--- config.mk ---
export PLATFORM = sky130hd
export DESIGN_NAME = dns_question_section_walker
export DESIGN_NICKNAME = d
export VERILOG_FILES = /design/src/sv/dqsw_pkg.sv /design/src/sv/dns_question_section_walker.sv
export SDC_FILE = /design/constraint.sdc
export NUM_CORES = 1
export LEC_CHECK = 0
export ABC_CLOCK_PERIOD_IN_PS = 5700
export BUFFER_PORTS_ARGS = -buffer_cell sky130_fd_sc_hd__buf_2
export CAP_MARGIN = 25
export CORE_MARGIN = 2
export CORE_UTILIZATION = 59
export CTS_CLUSTER_DIAMETER = 120
export CTS_CLUSTER_SIZE = 30
export DETAILED_ROUTE_END_ITERATION = 8
export GPL_TIMING_DRIVEN = 0
export PLACE_DENSITY_LB_ADDON = 0.25
export SLEW_MARGIN = 40
export SYNTH_ARGS = -nofsm -noshare
export SYNTH_HDL_FRONTEND = slang
export SYNTH_SLANG_ARGS = --single-unit
--- constraint.sdc ---
create_clock -name clock -period 5.7 [get_ports clock]
set_input_delay 0.285 -clock clock [delete_from_list [all_inputs] [get_ports clock]]
set_output_delay 0.285 -clock clock [all_outputs]
set_load 0.005 [all_outputs]
--- src/sv/dqsw_pkg.sv ---
// Package for the DNS question-section walker.
// Holds the parse phase type, the result record and header layout constants.
// No dependencies.
package dqsw_pkg;

   // Fixed DNS header size and the position of the question count in it
   localparam int unsigned HEADER_BYTES = 12;
   localparam logic [15:0] HDR_LAST_POS = 16'(HEADER_BYTES - 1);
   localparam logic [15:0] QDCOUNT_HI_POS = 16'd4;
   localparam logic [15:0] QDCOUNT_LO_POS = 16'd5;

   // Classes 1..4 (IN, CS, CH, HS) count as known
   localparam logic [15:0] CLASS_LIMIT = 16'd5;

   // Stream widths
   localparam int unsigned REQ_DATA_BITS = 8;
   localparam int unsigned RSP_DATA_BITS = 88;

   // Result kinds
   localparam logic KIND_QUESTION = 1'b0;
   localparam logic KIND_EMPTY = 1'b1;

   typedef enum logic [2:0] {
      PH_IDLE,
      PH_HEADER,
      PH_LABEL_LEN,
      PH_LABEL_BODY,
      PH_FIXED,
      PH_DONE
   } phase_type;

   typedef struct packed {
      logic        result_kind;
      logic [15:0] question_index;
      logic [15:0] start_offset;
      logic [15:0] end_offset;
      logic [15:0] query_type;
      logic [15:0] query_class;
      logic        type_nonzero;
      logic        class_known;
      logic        last_question;
   } rsp_item_type;

endpackage

--- src/sv/dns_question_section_walker.sv ---
// Output: a result is registered and becomes valid in the cycle after the byte that completes it.
// Throughput: one message byte per cycle; a result that waits on a low rsp_tready stops
// input until the downstream takes it, and a new byte is taken in the cycle it is taken.
// Reset: synchronous, active high; the walker returns to idle and waits for a
// byte flagged as message start. All walk state and the output valid are cleared.
// Top level of the DNS question-section walker; depends on dqsw_pkg.
module dns_question_section_walker
   import dqsw_pkg::*;
(
   input  logic                     clock,
   input  logic                     reset,
   // input stream
   input  logic                     req_tvalid,
   output logic                     req_tready,
   input  logic [REQ_DATA_BITS-1:0] req_tdata,  // [7:0] data_byte
   input  logic                     req_tuser,  // [0] message_start
   // result stream
   output logic                     rsp_tvalid,
   input  logic                     rsp_tready,
   output logic [RSP_DATA_BITS-1:0] rsp_tdata,  // [15:0] question_index,
                                                // [31:16] start_offset,
                                                // [47:32] end_offset,
                                                // [63:48] query_type,
                                                // [79:64] query_class,
                                                // [80] type_nonzero,
                                                // [81] class_known, [87:82] zero
   output logic                     rsp_tuser,  // [0] result_kind
   output logic                     rsp_tlast   // last_question
);

   // walk state
   phase_type    phase_ff, phase_in;
   logic [15:0]  offset_ff, offset_in;
   logic [7:0]   label_left_ff, label_left_in;
   logic [15:0]  q_expected_ff, q_expected_in;
   logic [15:0]  q_done_ff, q_done_in;
   logic [15:0]  q_start_ff, q_start_in;
   logic [23:0]  fixed_shift_ff, fixed_shift_in;
   logic [1:0]   fixed_cnt_ff, fixed_cnt_in;

   // output register
   logic         rsp_valid_ff, rsp_valid_in;
   rsp_item_type rsp_item_ff, rsp_item_in;

   // state seen by the current byte (a start restarts the walk)
   phase_type    cur_phase;
   logic [15:0]  cur_offset;
   logic [7:0]   cur_label_left;
   logic [15:0]  cur_q_expected;
   logic [15:0]  cur_q_done;
   logic [15:0]  cur_q_start;
   logic [23:0]  cur_fixed_shift;
   logic [1:0]   cur_fixed_cnt;

   logic         req_accept;
   logic         emit;
   logic [7:0]   data_byte;
   logic [31:0]  fixed_full;
   logic [15:0]  qtype;
   logic [15:0]  qclass;
   logic         last_q;

   assign req_tready = !rsp_valid_ff || rsp_tready;
   assign req_accept = req_tvalid && req_tready;
   assign data_byte  = req_tdata[7:0];

   assign fixed_full = {cur_fixed_shift, data_byte};
   assign qtype      = fixed_full[31:16];
   assign qclass     = fixed_full[15:0];
   assign last_q     = (cur_q_done + 16'd1) == cur_q_expected;

   // restart view
   always_comb begin
      if (req_tuser) begin
         cur_phase       = PH_HEADER;
         cur_offset      = '0;
         cur_label_left  = '0;
         cur_q_expected  = '0;
         cur_q_done      = '0;
         cur_q_start     = '0;
         cur_fixed_shift = '0;
         cur_fixed_cnt   = '0;
      end else begin
         cur_phase       = phase_ff;
         cur_offset      = offset_ff;
         cur_label_left  = label_left_ff;
         cur_q_expected  = q_expected_ff;
         cur_q_done      = q_done_ff;
         cur_q_start     = q_start_ff;
         cur_fixed_shift = fixed_shift_ff;
         cur_fixed_cnt   = fixed_cnt_ff;
      end
   end

   // per-byte walk step
   always_comb begin
      phase_in       = phase_ff;
      offset_in      = offset_ff;
      label_left_in  = label_left_ff;
      q_expected_in  = q_expected_ff;
      q_done_in      = q_done_ff;
      q_start_in     = q_start_ff;
      fixed_shift_in = fixed_shift_ff;
      fixed_cnt_in   = fixed_cnt_ff;
      emit           = 1'b0;
      rsp_item_in    = '0;

      if (req_accept) begin
         phase_in       = cur_phase;
         offset_in      = cur_offset;
         label_left_in  = cur_label_left;
         q_expected_in  = cur_q_expected;
         q_done_in      = cur_q_done;
         q_start_in     = cur_q_start;
         fixed_shift_in = cur_fixed_shift;
         fixed_cnt_in   = cur_fixed_cnt;

         if (cur_phase != PH_IDLE && cur_phase != PH_DONE) begin
            // saturating byte position
            offset_in = (cur_offset == 16'hFFFF) ? cur_offset : cur_offset + 16'd1;

            case (cur_phase)
               PH_HEADER: begin
                  if (cur_offset == QDCOUNT_HI_POS) begin
                     q_expected_in[15:8] = data_byte;
                  end else if (cur_offset == QDCOUNT_LO_POS) begin
                     q_expected_in[7:0] = data_byte;
                  end
                  if (cur_offset == HDR_LAST_POS) begin
                     q_start_in = offset_in;
                     if (cur_q_expected == 16'd0) begin
                        // empty question section
                        phase_in                   = PH_DONE;
                        emit                       = 1'b1;
                        rsp_item_in.result_kind    = KIND_EMPTY;
                        rsp_item_in.start_offset   = 16'(HEADER_BYTES);
                        rsp_item_in.end_offset     = 16'(HEADER_BYTES);
                        rsp_item_in.last_question  = 1'b1;
                     end else begin
                        phase_in = PH_LABEL_LEN;
                     end
                  end
               end
               PH_LABEL_LEN: begin
                  if (data_byte == 8'd0) begin
                     phase_in       = PH_FIXED;
                     fixed_cnt_in   = '0;
                     fixed_shift_in = '0;
                  end else begin
                     label_left_in = data_byte;
                     phase_in      = PH_LABEL_BODY;
                  end
               end
               PH_LABEL_BODY: begin
                  label_left_in = cur_label_left - 8'd1;
                  if (cur_label_left == 8'd1) begin
                     phase_in = PH_LABEL_LEN;
                  end
               end
               PH_FIXED: begin
                  // type and class bytes, big-endian
                  fixed_shift_in = fixed_full[23:0];
                  if (cur_fixed_cnt != 2'd3) begin
                     fixed_cnt_in = cur_fixed_cnt + 2'd1;
                  end else begin
                     fixed_cnt_in               = '0;
                     emit                       = 1'b1;
                     rsp_item_in.result_kind    = KIND_QUESTION;
                     rsp_item_in.question_index = cur_q_done;
                     rsp_item_in.start_offset   = cur_q_start;
                     rsp_item_in.end_offset     = offset_in;
                     rsp_item_in.query_type     = qtype;
                     rsp_item_in.query_class    = qclass;
                     rsp_item_in.type_nonzero   = (qtype != 16'd0);
                     rsp_item_in.class_known    = (qclass != 16'd0) && (qclass < CLASS_LIMIT);
                     rsp_item_in.last_question  = last_q;
                     q_done_in                  = cur_q_done + 16'd1;
                     if (last_q) begin
                        phase_in = PH_DONE;
                     end else begin
                        q_start_in = offset_in;
                        phase_in   = PH_LABEL_LEN;
                     end
                  end
               end
               default: begin
                  phase_in = PH_IDLE;
               end
            endcase
         end
      end
   end

   // output valid: set by a new result, cleared once taken
   always_comb begin
      rsp_valid_in = rsp_valid_ff && !rsp_tready;
      if (emit) begin
         rsp_valid_in = 1'b1;
      end
   end

   // control registers
   always_ff @(posedge clock) begin
      if (reset) begin
         phase_ff       <= PH_IDLE;
         offset_ff      <= '0;
         label_left_ff  <= '0;
         q_expected_ff  <= '0;
         q_done_ff      <= '0;
         q_start_ff     <= '0;
         fixed_shift_ff <= '0;
         fixed_cnt_ff   <= '0;
         rsp_valid_ff   <= 1'b0;
      end else begin
         phase_ff       <= phase_in;
         offset_ff      <= offset_in;
         label_left_ff  <= label_left_in;
         q_expected_ff  <= q_expected_in;
         q_done_ff      <= q_done_in;
         q_start_ff     <= q_start_in;
         fixed_shift_ff <= fixed_shift_in;
         fixed_cnt_ff   <= fixed_cnt_in;
         rsp_valid_ff   <= rsp_valid_in;
      end
   end

   // result payload
   always_ff @(posedge clock) begin
      if (emit) begin
         rsp_item_ff <= rsp_item_in;
      end
   end

   assign rsp_tvalid = rsp_valid_ff;
   assign rsp_tuser  = rsp_item_ff.result_kind;
   assign rsp_tlast  = rsp_item_ff.last_question;
   assign rsp_tdata  = {6'b0,
                        rsp_item_ff.class_known,
                        rsp_item_ff.type_nonzero,
                        rsp_item_ff.query_class,
                        rsp_item_ff.query_type,
                        rsp_item_ff.end_offset,
                        rsp_item_ff.start_offset,
                        rsp_item_ff.question_index};

   // an empty-section result always closes the section
   a_empty_is_last: assert property (@(posedge clock) disable iff (reset)
      rsp_valid_ff && rsp_item_ff.result_kind |-> rsp_item_ff.last_question)
      else $error("empty-section result without last flag");

   // a start byte always lands the walk on header byte 1
   a_start_restarts: assert property (@(posedge clock) disable iff (reset)
      req_accept && req_tuser |=> phase_ff == PH_HEADER && offset_ff == 16'd1)
      else $error("message start did not restart the walk");

   // inside the question walk fewer questions are done than announced
   a_done_below_expected: assert property (@(posedge clock) disable iff (reset)
      (phase_ff == PH_LABEL_LEN || phase_ff == PH_LABEL_BODY || phase_ff == PH_FIXED)
      |-> q_done_ff < q_expected_ff)
      else $error("question count overrun");

   // a label body always has bytes left
   a_label_nonempty: assert property (@(posedge clock) disable iff (reset)
      phase_ff == PH_LABEL_BODY |-> label_left_ff != 8'd0)
      else $error("label body with no bytes left");

endmodule
### Word-level counts from Yosys, hierarchy flattened

Index checks and enable logic that the tools add are counted.

| storage, ports and cells | value |
|---|---|
| flip-flop bits (word level) | 186 |
| input bits | 13 |

| operators by class | value |
|---|---|
| $lt $le $gt $ge | 1 |
| equality and inequality tests | 12 |
| mux-type cells | 54 |
| reductions and logical operators | 14 |
| bitwise gates (word level) | 3 |
| $add $sub $neg | 4 |

Operator list:

| operator | count |
|---|---|
| $mux W16 | 15 |
| $mux W24 | 3 |
| $mux W67 | 1 |
| $pmux W32 S2 | 1 |
| $mux W8 | 6 |
| $pmux W24 S2 | 1 |
| $mux W20 | 2 |
| $add A16 B1 Y16 const B | 2 |
| $eq A16 B3 Y1 const B | 2 |
| $pmux W16 S2 | 1 |
| $reduce_bool A16 Y1 | 2 |
| $mux W3 | 8 |
| $eq A16 B16 Y1 | 1 |
| $eq A16 B16 Y1 const B | 1 |
| $eq A16 B4 Y1 const B | 1 |
| $logic_not A16 Y1 | 1 |
| $lt A16 B3 Y1 const B | 1 |
| $pmux W8 S2 | 1 |
| $pmux W3 S4 | 1 |
| $eq A8 B1 Y1 const B | 1 |
| $logic_not A8 Y1 | 1 |
| $mux W2 | 4 |
| $sub A8 B1 Y8 const B | 1 |
| $eq A3 B2 Y1 const B | 2 |
| 15 further kinds | 28 |

### Logic depth before layout (Yosys ltp)

Gate-level depths: netlist of the first run.

| depth | value |
|---|---|
| depth in word-level cells | 8 |
| gate-level depth with buffers | 17 |
| mapped depth without buffers | 12 |

### Least setup slack after synthesis of the first run

Ideal clock, no wire load.

| path | value |
|---|---|
| path type | input to register |
| from | input req_tuser |
| to | register rsp_item_ff, in the netlist rsp_tdata[0] (enable) |
| stages on the path | 12 |
| buffers on the path | 6 |
| library setup time | 0.438 ns |
| path slack | 1.417 ns |
| arrival time | 3.845 ns |
| path through | buf_2 -> buf_2 -> clkbuf_1 -> clkbuf_1 -> clkbuf_1 -> clkbuf_1 -> nor2b_1 -> ha_1 -> nand2_1 -> nor2_1 -> nor2_1 -> inv_1 |

| between the ends | value |
|---|---|
| cells in the longest elaborated chain, start to end | 7 |
| elaborated cells on any way between the ends | 18 |
| classes of those cells | eq/ne (5); mux (10); reduce/logical (3) |

Ends and longest elaborated chain:

| what | line | source |
|---|---|---|
| start: declaration | dns_question_section_walker.sv:16 | `input logic req_tuser,` |
| $mux W16 | dns_question_section_walker.sv:74 | `if (req_tuser) begin` |
| $logic_not A16 Y1 | dns_question_section_walker.sv:131 | `if (cur_q_expected == 16'd0) begin` |
| $mux W1 | dns_question_section_walker.sv:131 |  |
| $mux W1 | dns_question_section_walker.sv:129 | `if (cur_offset == HDR_LAST_POS) begin` |
| $pmux W1 S2 | dns_question_section_walker.sv:122 | `case (cur_phase)` |
| $mux W1 * | dns_question_section_walker.sv:118 | `if (cur_phase != PH_IDLE && cur_phase != PH_DONE) begin` |
| $mux W1 * | dns_question_section_walker.sv:108 | `if (req_accept) begin` |
| net emit | dns_question_section_walker.sv:56 | `logic emit;` |
| end signal: assignment | dns_question_section_walker.sv:230 | `rsp_item_ff <= rsp_item_in;` |
| end: declaration | dns_question_section_walker.sv:43 | `rsp_item_type rsp_item_ff, rsp_item_in;` |

Mark *: on every way through the listed nets, which the timed path passes. The rest lies on a longest branch.
A chain may end at the register's enable or synchronous reset.

### Worst setup path after layout of the first run

| path | value |
|---|---|
| from | input req_tuser |
| to | register rsp_item_ff, in the netlist rsp_tlast (data pin) |

| between the ends | value |
|---|---|
| cells in the longest elaborated chain, start to end | 5 |
| elaborated cells on any way between the ends | 20 |
| classes of those cells | add/sub (1); eq/ne (6); mux (9); reduce/logical (4) |

Ends and longest elaborated chain:

| what | line | source |
|---|---|---|
| $mux W16 | dns_question_section_walker.sv:74 |  |
| net cur_q_done[0] | dns_question_section_walker.sv:50 | `logic [15:0] cur_q_done;` |
| $add A16 B1 Y16 | dns_question_section_walker.sv:70 | `assign last_q = (cur_q_done + 16'd1) == cur_q_expected;` |
| $eq A16 B16 Y1 | dns_question_section_walker.sv:70 |  |
| $mux W67 | dns_question_section_walker.sv:163 | `if (cur_fixed_cnt != 2'd3) begin` |
| $pmux W1 S2 | dns_question_section_walker.sv:122 |  |

The timed path passes the listed nets, and every way through them passes these cells.

==> flow_summary.toml, run 1 <==
[global_route]
grt_pass1_vias = 7436
grt_max_degree = 47
grt_pass1_wl_mm = 41.67
track_usage = 0.3333
grt-ovfl-total = 0
antenna_found_initial = 0

[timing]
rsz0062_at_grt = "no"
slew_headroom = 0.4632
drv_slew = 0
tightestPinTransition_ns = 0.8053
skew_ns = 0.01055
timing.final.crit_share = 0.9811
min_period_ns = 5.592
tns_ns = 0
fmax_ghz = 0.1788
finalSetupViolCount = 0
hold_viol = 0

[synth]
synth_xor_area_frac = 0.03469
synthMuxAreaShare = 0.009224
yosys.area_share.simple = 0.2475
synthAdderAreaFrac = 0.009637
ys_ff_latch = 186
synth_edf_count = 84
yosys_warnings = 0
ys_seq_area_frac = 0.5022
syn_inst = 984
ys.flop_type = "dfxtp_1"
yosysUniqueCellTypes = 76
async_reset_ff_frac = 0
synth.avg_cell_area_um2 = 9.237
synth_top_family_by_area = "simple AND/OR/NAND/NOR gates"
synthesis.area_mm2 = 0.009089
synth_compound_area_frac = 0.1531

[setup_path]
worst-path-max-fanout = 10
worstSetupPathType = "in2reg"
crit_required_ns = 5.96
end_kind = "register"
crit_path_start_kind = "input pin"
arrival_ns = 5.85

[drt]
ant_nets = 0
wl_mm = 26.87
vias_per_cell = 6.371
dr.pass1.iters = 6
vias = 8327
drc = 0
routedWlPerCell_um = 20.56
drt_iter0_drc = 1144

[power]
leakage_nw = 3.909
power.total_mw = 2.755
vdd_drop_max_mv = 0.1914
p_per_area_mw_per_mm2 = 263.3

[cts]
cts-root-buf = "clkbuf_16"
cts_setup_buffers = 0
cts-htree-levels = 4
cts_tree = "built"
ctsResizeCount = 0
path_clk_slew_ns = 0.07
clockBufferDepth = 2
numClockSinks = 186
postCtsHoldBufs = 0
numCtsBuffers = 17
worstSkewPairLatency_ns = 0.44

[final_layout]
nets = 1126
diodes = 0
drive_gt1_frac = 0.1466
syn2layout_area_growth_pct = 15.10

[floorplan]
dieWidth_um = 128.1
core_mm2 = 0.01515
initial_core_util = 0.6001
num_rows = 45
die_h_um = 128.1
ios = 105
die_area_mm2 = 0.01641

[place]
place_congestion = 0.9740
hpwl_mm = 18.99
portBuffers = 97

[run_status]
status = "finished, final reports clean"

[job]
maxCapViolations = 0

[hold_path]
hp-class = "in2reg"
[cell usage in the layout (no fill, tap or decap), drive strengths merged, types with 4 or more instances in the layout]
master / netlist / routed
a211oi: 4 / 4
a22oi: 58 / 58
ha: 7 / 7
and2: 15 / 15
dfxtp: 102 / 102
edfxtp: 84 / 84
nor2: 140 / 140
nand4: 18 / 18
nand2b: 7 / 7
and4: 6 / 6
o21ai: 57 / 57
a21oi: 51 / 51
o211ai: 4 / 4
a31oi: 9 / 9
buf: 20 / 118
or3: 8 / 8
clkinv: 1 / 4
clkbuf: 59 / 79
xnor2: 27 / 27
nand2: 74 / 74
and3: 66 / 66
inv: 12 / 19
nor3: 24 / 24
conb: 1 / 6
nand3: 18 / 18
mux2i: 5 / 5
nor4: 21 / 21
nor2b: 21 / 21
xor2: 9 / 9
[sequential cells by signal (all words and copies together) (netlist names), 2 cells and up]
signal	count
rsp_tdata	82
fixed_shift_ff	24
offset_ff	16
q_done_ff	16
q_expected_ff	16
q_start_ff	16
label_left_ff	8
phase_ff	3
fixed_cnt_ff	2
[critical path, stage by stage]
cell	delay [ns]
buf_2	0.09
buf_2	0.30
buf_2	0.31
clkbuf_1	0.50
clkbuf_1	0.55
clkbuf_1	0.54
clkbuf_1	0.65
nor2b_1	0.11
ha_1	0.39
xnor2_1	0.18
nand3_1	0.09
nor4b_1	0.34
o2111ai_1	0.19
or3_1	0.37
buf_4	0.18
o21ai_1	0.32
nand4_1	0.20
a21oi_1	0.24
[cell type report]
type | count | area, um^2
buffer | 79 | 345.3
multi-input combinational | 711 | 4155
sequential | 186 | 4564
fill | 1221 | 4684
timing repair buffer | 98 | 505.5
tap | 188 | 235.2
inverter | 13 | 53.80
clock inverter | 12 | 122.6
clock buffer | 20 | 479.2
[cell families after synthesis]
| group | Yosys count |
|---|---|
| AO/OA/AOI/OAI | 215 |
| buffers and inverters | 92 |
| adder cells (fa/ha/maj) | 7 |
| AND/OR/NAND/NOR | 439 |
| multiplexers | 8 |
| flip-flops | 186 |
| XOR/XNOR | 36 |
| other | 1 |
[through the flow]
| stage | cells | worst slack (ns) | hold WS, ns | util | area [um^2] |
|---|---|---|---|---|---|
| 2_1_floorplan | 989 | 1.417 | 0.4280 | - | 9107 |
| 3_3_place_gp | 1274 | -0.7377 | 0.4475 | 0.6489 | 9828 |
| 3_5_place_dp | 1275 | -0.04804 | 0.4524 | 0.6509 | 9858 |
| 4_1_cts | 1307 | 0.3852 | 0.1598 | 0.6906 | 10460 |
| 5_1_grt | 1307 | 0.01338 | 0.2246 | 0.6907 | 10460 |
| 6_report | 1307 | 0.1079 | 0.1603 | 0.6907 | 10460 |
[final timing paths]
kind | slack, ns | endpoint | depth (start not counted) | from
worst max-delay path | 0.11 | rsp_tlast | 18 | req_tuser
worst max register to register | 2.12 | rsp_tlast | 11 | q_done_ff[0]
worst min register to register | 0.47 | offset_ff[1] | 2 | offset_ff[1]
worst min-delay path | 0.16 | rsp_tvalid | 4 | rsp_tready
[synth_stat cells, types with 5 or more instances]
| library cell | instances | share of area |
|---|---|---|
| inv_1 | 12 | 0.0050 |
| ha_1 | 7 | 0.0096 |
| and4_1 | 6 | 0.0058 |
| a22oi_1 | 58 | 0.048 |
| or3_1 | 8 | 0.0055 |
| a21oi_1 | 51 | 0.028 |
| nor3_1 | 24 | 0.013 |
| and2_1 | 13 | 0.0089 |
| nand4_1 | 17 | 0.012 |
| buf_4 | 7 | 0.0058 |
| nand2b_1 | 7 | 0.0048 |
| mux2i_1 | 5 | 0.0055 |
| nor2b_1 | 21 | 0.014 |
| nand3_1 | 18 | 0.0099 |
| dfxtp_1 | 102 | 0.22 |
| xor2_1 | 9 | 0.0087 |
| xnor2_1 | 27 | 0.026 |
| nor4_1 | 18 | 0.012 |
| edfxtp_1 | 84 | 0.28 |
| clkbuf_1 | 59 | 0.024 |
| nor2_1 | 140 | 0.058 |
| nand2_1 | 74 | 0.031 |
| buf_2 | 11 | 0.0061 |
| o21ai_0 | 52 | 0.029 |
| and3_1 | 66 | 0.045 |
| a31oi_1 | 9 | 0.0062 |
[metal layers]
layer	up-vias	track usage	wire length, um
met5	-	0	0
met4	0	0.1105	772
met3	64	0.08055	3121
met2	530	0.5017	11720
met1	3916	0.4756	11250
li1	3817	-	-
[power by group]
| group | internal, mW | leakage, nW | switching [mW] | total (mW) |
|---|---|---|---|---|
| clock | 0.667 | 0.296 | 0.541 | 1.21 |
| combinational | 0.0384 | 2.04 | 0.116 | 0.155 |
| sequential | 1.39 | 1.58 | 0.00589 | 1.39 |
| total | 2.09 | 3.91 | 0.664 | 2.75 |
Power figures use the tool's default switching activity.
==> run 2, diff against run 1 <==
CELL_PAD_IN_SITES_DETAIL_PLACEMENT = 1   (was default)
CELL_PAD_IN_SITES_GLOBAL_PLACEMENT = 2   (was default)
CORE_UTILIZATION = 37   (was 59)
CTS_BUF_LIST = sky130_fd_sc_hd__clkbuf_16   (was default)
==> flow_summary.toml, run 2 (synthesis results as in run 1) <==
[setup_path]
worst-path-max-fanout = 10
crit_required_ns = 6.00
crit_path_cell_trace = "buf_2, buf_2, buf_2, clkbuf_1, clkbuf_2, clkbuf_2, clkbuf_1, nor2b_1, ha_1, xnor2_1, nand3_1, nor4b_1, o2111ai_1, nor3_1, a21oi_1, a221oi_1, o32ai_1"
crit_path_start_kind = "input pin"
worstSetupPathType = "in2reg"
arrival_ns = 5.58
cp_common_cell = "buf_2"
cp_top_family = "buffers and inverters"
slowest_stage = "nor3_1"
timing.critical_path.buf_inv = 7
end_kind = "register"
max_stage_delay_ns = 0.64

[drt]
drt_iter0_drc = 780
ant_nets = 0
vias_per_cell = 5.671
vias = 8183
drc = 0
routedWlPerCell_um = 22.09
wl_mm = 31.88
dr.pass1.iters = 5

[cts]
path_clk_slew_ns = 0.08
cts_setup_buffers = 0
numCtsBuffers = 17
cts-htree-levels = 4
cts-root-buf = "clkbuf_16"
numClockSinks = 186
clockBufferDepth = 2
worstSkewPairLatency_ns = 0.45
postCtsHoldBufs = 0
cts_tree = "built"

[floorplan]
ios = 105
initial_core_util = 0.3748
dieWidth_um = 160.7
num_rows = 57
die_h_um = 160.7
die_area_mm2 = 0.02583
core_mm2 = 0.02425

[final_layout]
drive_gt1_frac = 0.1492
final_cell_mix = "nor2_1, buf_2, dfxtp_1"
multi_input_area_mm2 = 0.004168
syn2layout_area_growth_pct = 16.86
seqCellArea_mm2 = 0.004564
fillers = 2898
stdcell_count = 1443
final_common_cell = "nor2_1"
nets = 1126
largest_register_ffs = 82
diodes = 0

[power]
p_seq_frac = 0.508
p_per_area_mw_per_mm2 = 257.9
pwr-share-clk = 0.433
p_comb_frac = 0.060
power.switching_mw = 0.7311
p_int_mw = 2.008
vdd_drop_max_mv = 0.1743
swShare = 0.2669
leakage_nw = 3.908

[place]
portBuffers = 97
dpl_worst_slack_ns = -0.4728
dp.cells = 1411
hpwl_mm = 23.17
place_congestion = 0.8832

[timing]
slew_headroom = 0.4574
hold_ws_ns = 0.1605
min_period_ns = 5.278
drv_slew = 0
fmax_ghz = 0.1895
tightestPinTransition_ns = 0.8109
finalSetupViolCount = 0
timing.final.crit_share = 0.9260
hold_viol = 0
skew_ns = 0.01779
fin_ws_ns = 0.4218
rsz0062_at_grt = "no"

[job]
maxCapViolations = 0

[global_route]
grt_pass1_wl_mm = 49.13
grt_pass1_vias = 8084
grt-ovfl-total = 0
antenna_found_initial = 0
grt_max_degree = 48
track_usage = 0.2489

[hold_path]
hp-class = "in2reg"

[run_status]
status = "finished, final reports clean"
run 2: cell count changes in the layout (fill, tap and decap cells not counted), sizes merged:
cell / previous run / this run
bufinv: 1 / 0
clkbuf: 79 / 76
clkinv: 4 / 8
clkinvlp: 1 / 0
inv: 19 / 20
run 2: area by class of cell:
class	instances	share of cell area
sequential	186	0.4297
multi-input combinational	711	0.3924
timing repair buffer	98	0.04759
clock buffer	17	0.04005
tap	324	0.03817
buffer	79	0.03275
clock inverter	15	0.01425
inverter	13	0.005065
run 2: worst reg2reg max path: cells and delay by family, from the launching register on:
kind | cells | cell delay [ns]
buf+inv | 1 | 0.24
flops | 1 | 0.33
compound gates | 5 | 1.09
simple gates | 4 | 1.41
fa+ha+maj | 1 | 0.35
run 2: timing repair:
action,CTS,global route
resized for setup,2,2
setup endpoints to repair,13,11
endpoints found under the hold margin,0,0
run 2: worst paths after layout:
kind | startpoint | end | cells past startpoint | slack, ns
hold reg to reg | offset_ff[1] | offset_ff[1] | 2 | 0.46
setup / recovery | req_tuser | q_start_ff[1] | 17 | 0.42
setup reg to reg | q_done_ff[0] | q_start_ff[1] | 11 | 2.14
hold / removal | rsp_tready | rsp_tvalid | 4 | 0.16
run 2: power groups by stage:
stage               clock, mW  sequential [mW]  combinational (mW)
finish                   1.19             1.39               0.163
global route             1.25             1.39               0.175
CTS                      1.20             1.39               0.161
detailed placement          0             1.42               0.160
global placement            0             1.42               0.158
floorplan                   0             1.42              0.0920
run 2: metrics by stage:
stage | total power, mW | TNS [ns] | utilization | instance area (um^2)
floorplan | 1.511 | 0 | - | 9107
global placement | 1.580 | -102.46 | 0.4123 | 9998
detailed placement | 1.581 | -10.40 | 0.4139 | 10040
CTS | 2.754 | 0 | 0.4378 | 10620
global route | 2.815 | 0 | 0.4380 | 10620
finish | 2.739 | 0 | 0.4380 | 10620
run 2: per-layer routing:
layer	track usage	routed length, um	up-vias
li1	-	-	3825
met1	0.3587	15150	4068
met2	0.3983	14540	255
met3	0.03538	1748	35
met4	0.05641	445	0
met5	0	0	-
==> run 3, diff against run 2 <==
CORE_UTILIZATION = 35   (was 37)
==> flow_summary.toml, run 3 (synthesis results as in run 1) <==
[drt]
drc = 0
wl_mm = 31.85
routedWlPerCell_um = 22.00
drt_iter0_drc = 730
ant_nets = 0
dr.pass1.iters = 5
vias = 8074
vias_per_cell = 5.576

[final_layout]
final_core_util = 0.4186
syn2layout_area_growth_pct = 16.66
final_common_cell = "nor2_1"
final_cell_mix = "nor2_1, buf_2, dfxtp_1"
seqCellArea_mm2 = 0.004564
diodes = 0
fillers = 2967
largest_register_ffs = 82
drive_gt1_frac = 0.1485
multi_input_area_mm2 = 0.004160
nets = 1125

[setup_path]
end_kind = "register"
arrival_ns = 5.44
crit_path_start_kind = "input pin"
worstSetupPathType = "in2reg"
worst-path-max-fanout = 19
crit_required_ns = 5.93

[timing]
fmax_ghz = 0.1918
tightestPinTransition_ns = 0.8870
slew_headroom = 0.4087
tns_ns = 0
timing.final.crit_share = 0.9147
skew_ns = 0.01996
finalSetupViolCount = 0
drv_slew = 0
min_period_ns = 5.214
fin_ws_ns = 0.4861
hold_viol = 0
rsz0062_at_grt = "no"

[global_route]
grt_pass1_vias = 7933
grt_pass1_wl_mm = 48.72
grt_max_degree = 44
grt-ovfl-total = 0
antenna_found_initial = 1
track_usage = 0.2401

[power]
p_seq_frac = 0.512
vdd_drop_max_mv = 0.1449
p_per_area_mw_per_mm2 = 256.4
p_comb_frac = 0.059
p_int_mw = 2.002
power.switching_mw = 0.7167
power.total_mw = 2.719
pwr-share-clk = 0.429
swShare = 0.2636
leakage_nw = 3.896

[floorplan]
die_area_mm2 = 0.02727
num_rows = 58
dieWidth_um = 165.1
core_mm2 = 0.02533
initial_core_util = 0.3589
die_h_um = 165.1
ios = 105

[cts]
numCtsBuffers = 17
clockBufferDepth = 2
numClockSinks = 186
cts_tree = "built"
cts-root-buf = "clkbuf_16"
path_clk_slew_ns = 0.08
cts-htree-levels = 4
worstSkewPairLatency_ns = 0.45

[place]
portBuffers = 97
place_congestion = 0.8985
dpl_worst_slack_ns = -0.5649
hpwl_mm = 23.45

[run_status]
status = "finished, final reports clean"

[hold_path]
hp-class = "in2reg"

[job]
maxCapViolations = 0
## run 3: cell types whose count changed in the layout (fill, tap and decap cells not counted), sizes merged
cell | previous run | this run
clkbuf | 76 | 75
clkinv | 8 | 6
clkinvlp | 0 | 1
inv | 20 | 21
## run 3: power groups by stage
stage / clock network [mW] / registers, mW / logic (mW)
2_1_floorplan: 0 / 1.42 / 0.0920
6_report: 1.17 / 1.39 / 0.162
5_1_grt: 1.24 / 1.39 / 0.175
4_1_cts: 1.18 / 1.39 / 0.160
3_5_place_dp: 0 / 1.42 / 0.160
3_3_place_gp: 0 / 1.42 / 0.158
## run 3: final cells by class
cell class                      instances  area share
Clock buffer                           17     0.04012
Timing Repair Buffer                   98     0.04768
Tap cell                              330     0.03894
Inverter                               13    0.005074
Multi-Input combinational cell        711      0.3924
Sequential cell                       186      0.4305
Clock inverter                         15     0.01298
Buffer                                 78     0.03233
## run 3: worst paths after layout
check	start	slack, ns	cells after the start	end
worst max-delay path	req_tuser	0.49	17	rsp_tlast
worst min-delay path	rsp_tready	0.17	4	rsp_tvalid
worst max register to register	q_done_ff[0]	2.10	11	rsp_tlast
worst min register to register	offset_ff[1]	0.46	2	offset_ff[1]
## run 3: per-layer routing
layer,GRT usage,vias up,wire [um]
met3,0.03372,32,1442
met2,0.3680,197,14090
met4,0.06798,0,517
li1,-,3815,-
met5,0,-,0
met1,0.3525,4030,15800
## run 3: what timing repair did
action                     CTS  global route
resized for setup            1             3
setup endpoints to repair   15            19
buffers inserted             0             0
hold buffers                 0             0
## run 3: worst max-delay path, cell delays in order
cell	delay, ns
buf_2	0.09
buf_2	0.26
buf_2	0.36
clkbuf_1	0.51
clkbuf_1	0.65
clkbuf_2	0.65
nor2b_1	0.11
ha_1	0.36
xnor2_1	0.15
nand3_1	0.09
nor4b_1	0.31
o2111ai_1	0.18
or3_1	0.40
buf_4	0.19
o21ai_1	0.28
nand4_1	0.18
a21oi_1	0.33
## run 3: stage by stage
step           hold WS [ns]  area (um^2)  std cells
2_1_floorplan        0.4280         9107        989
3_3_place_gp         0.4438        10010       1416
3_5_place_dp         0.4465        10040       1417
4_1_cts              0.1565        10600       1449
5_1_grt              0.2234        10600       1448
6_report             0.1713        10600       1448
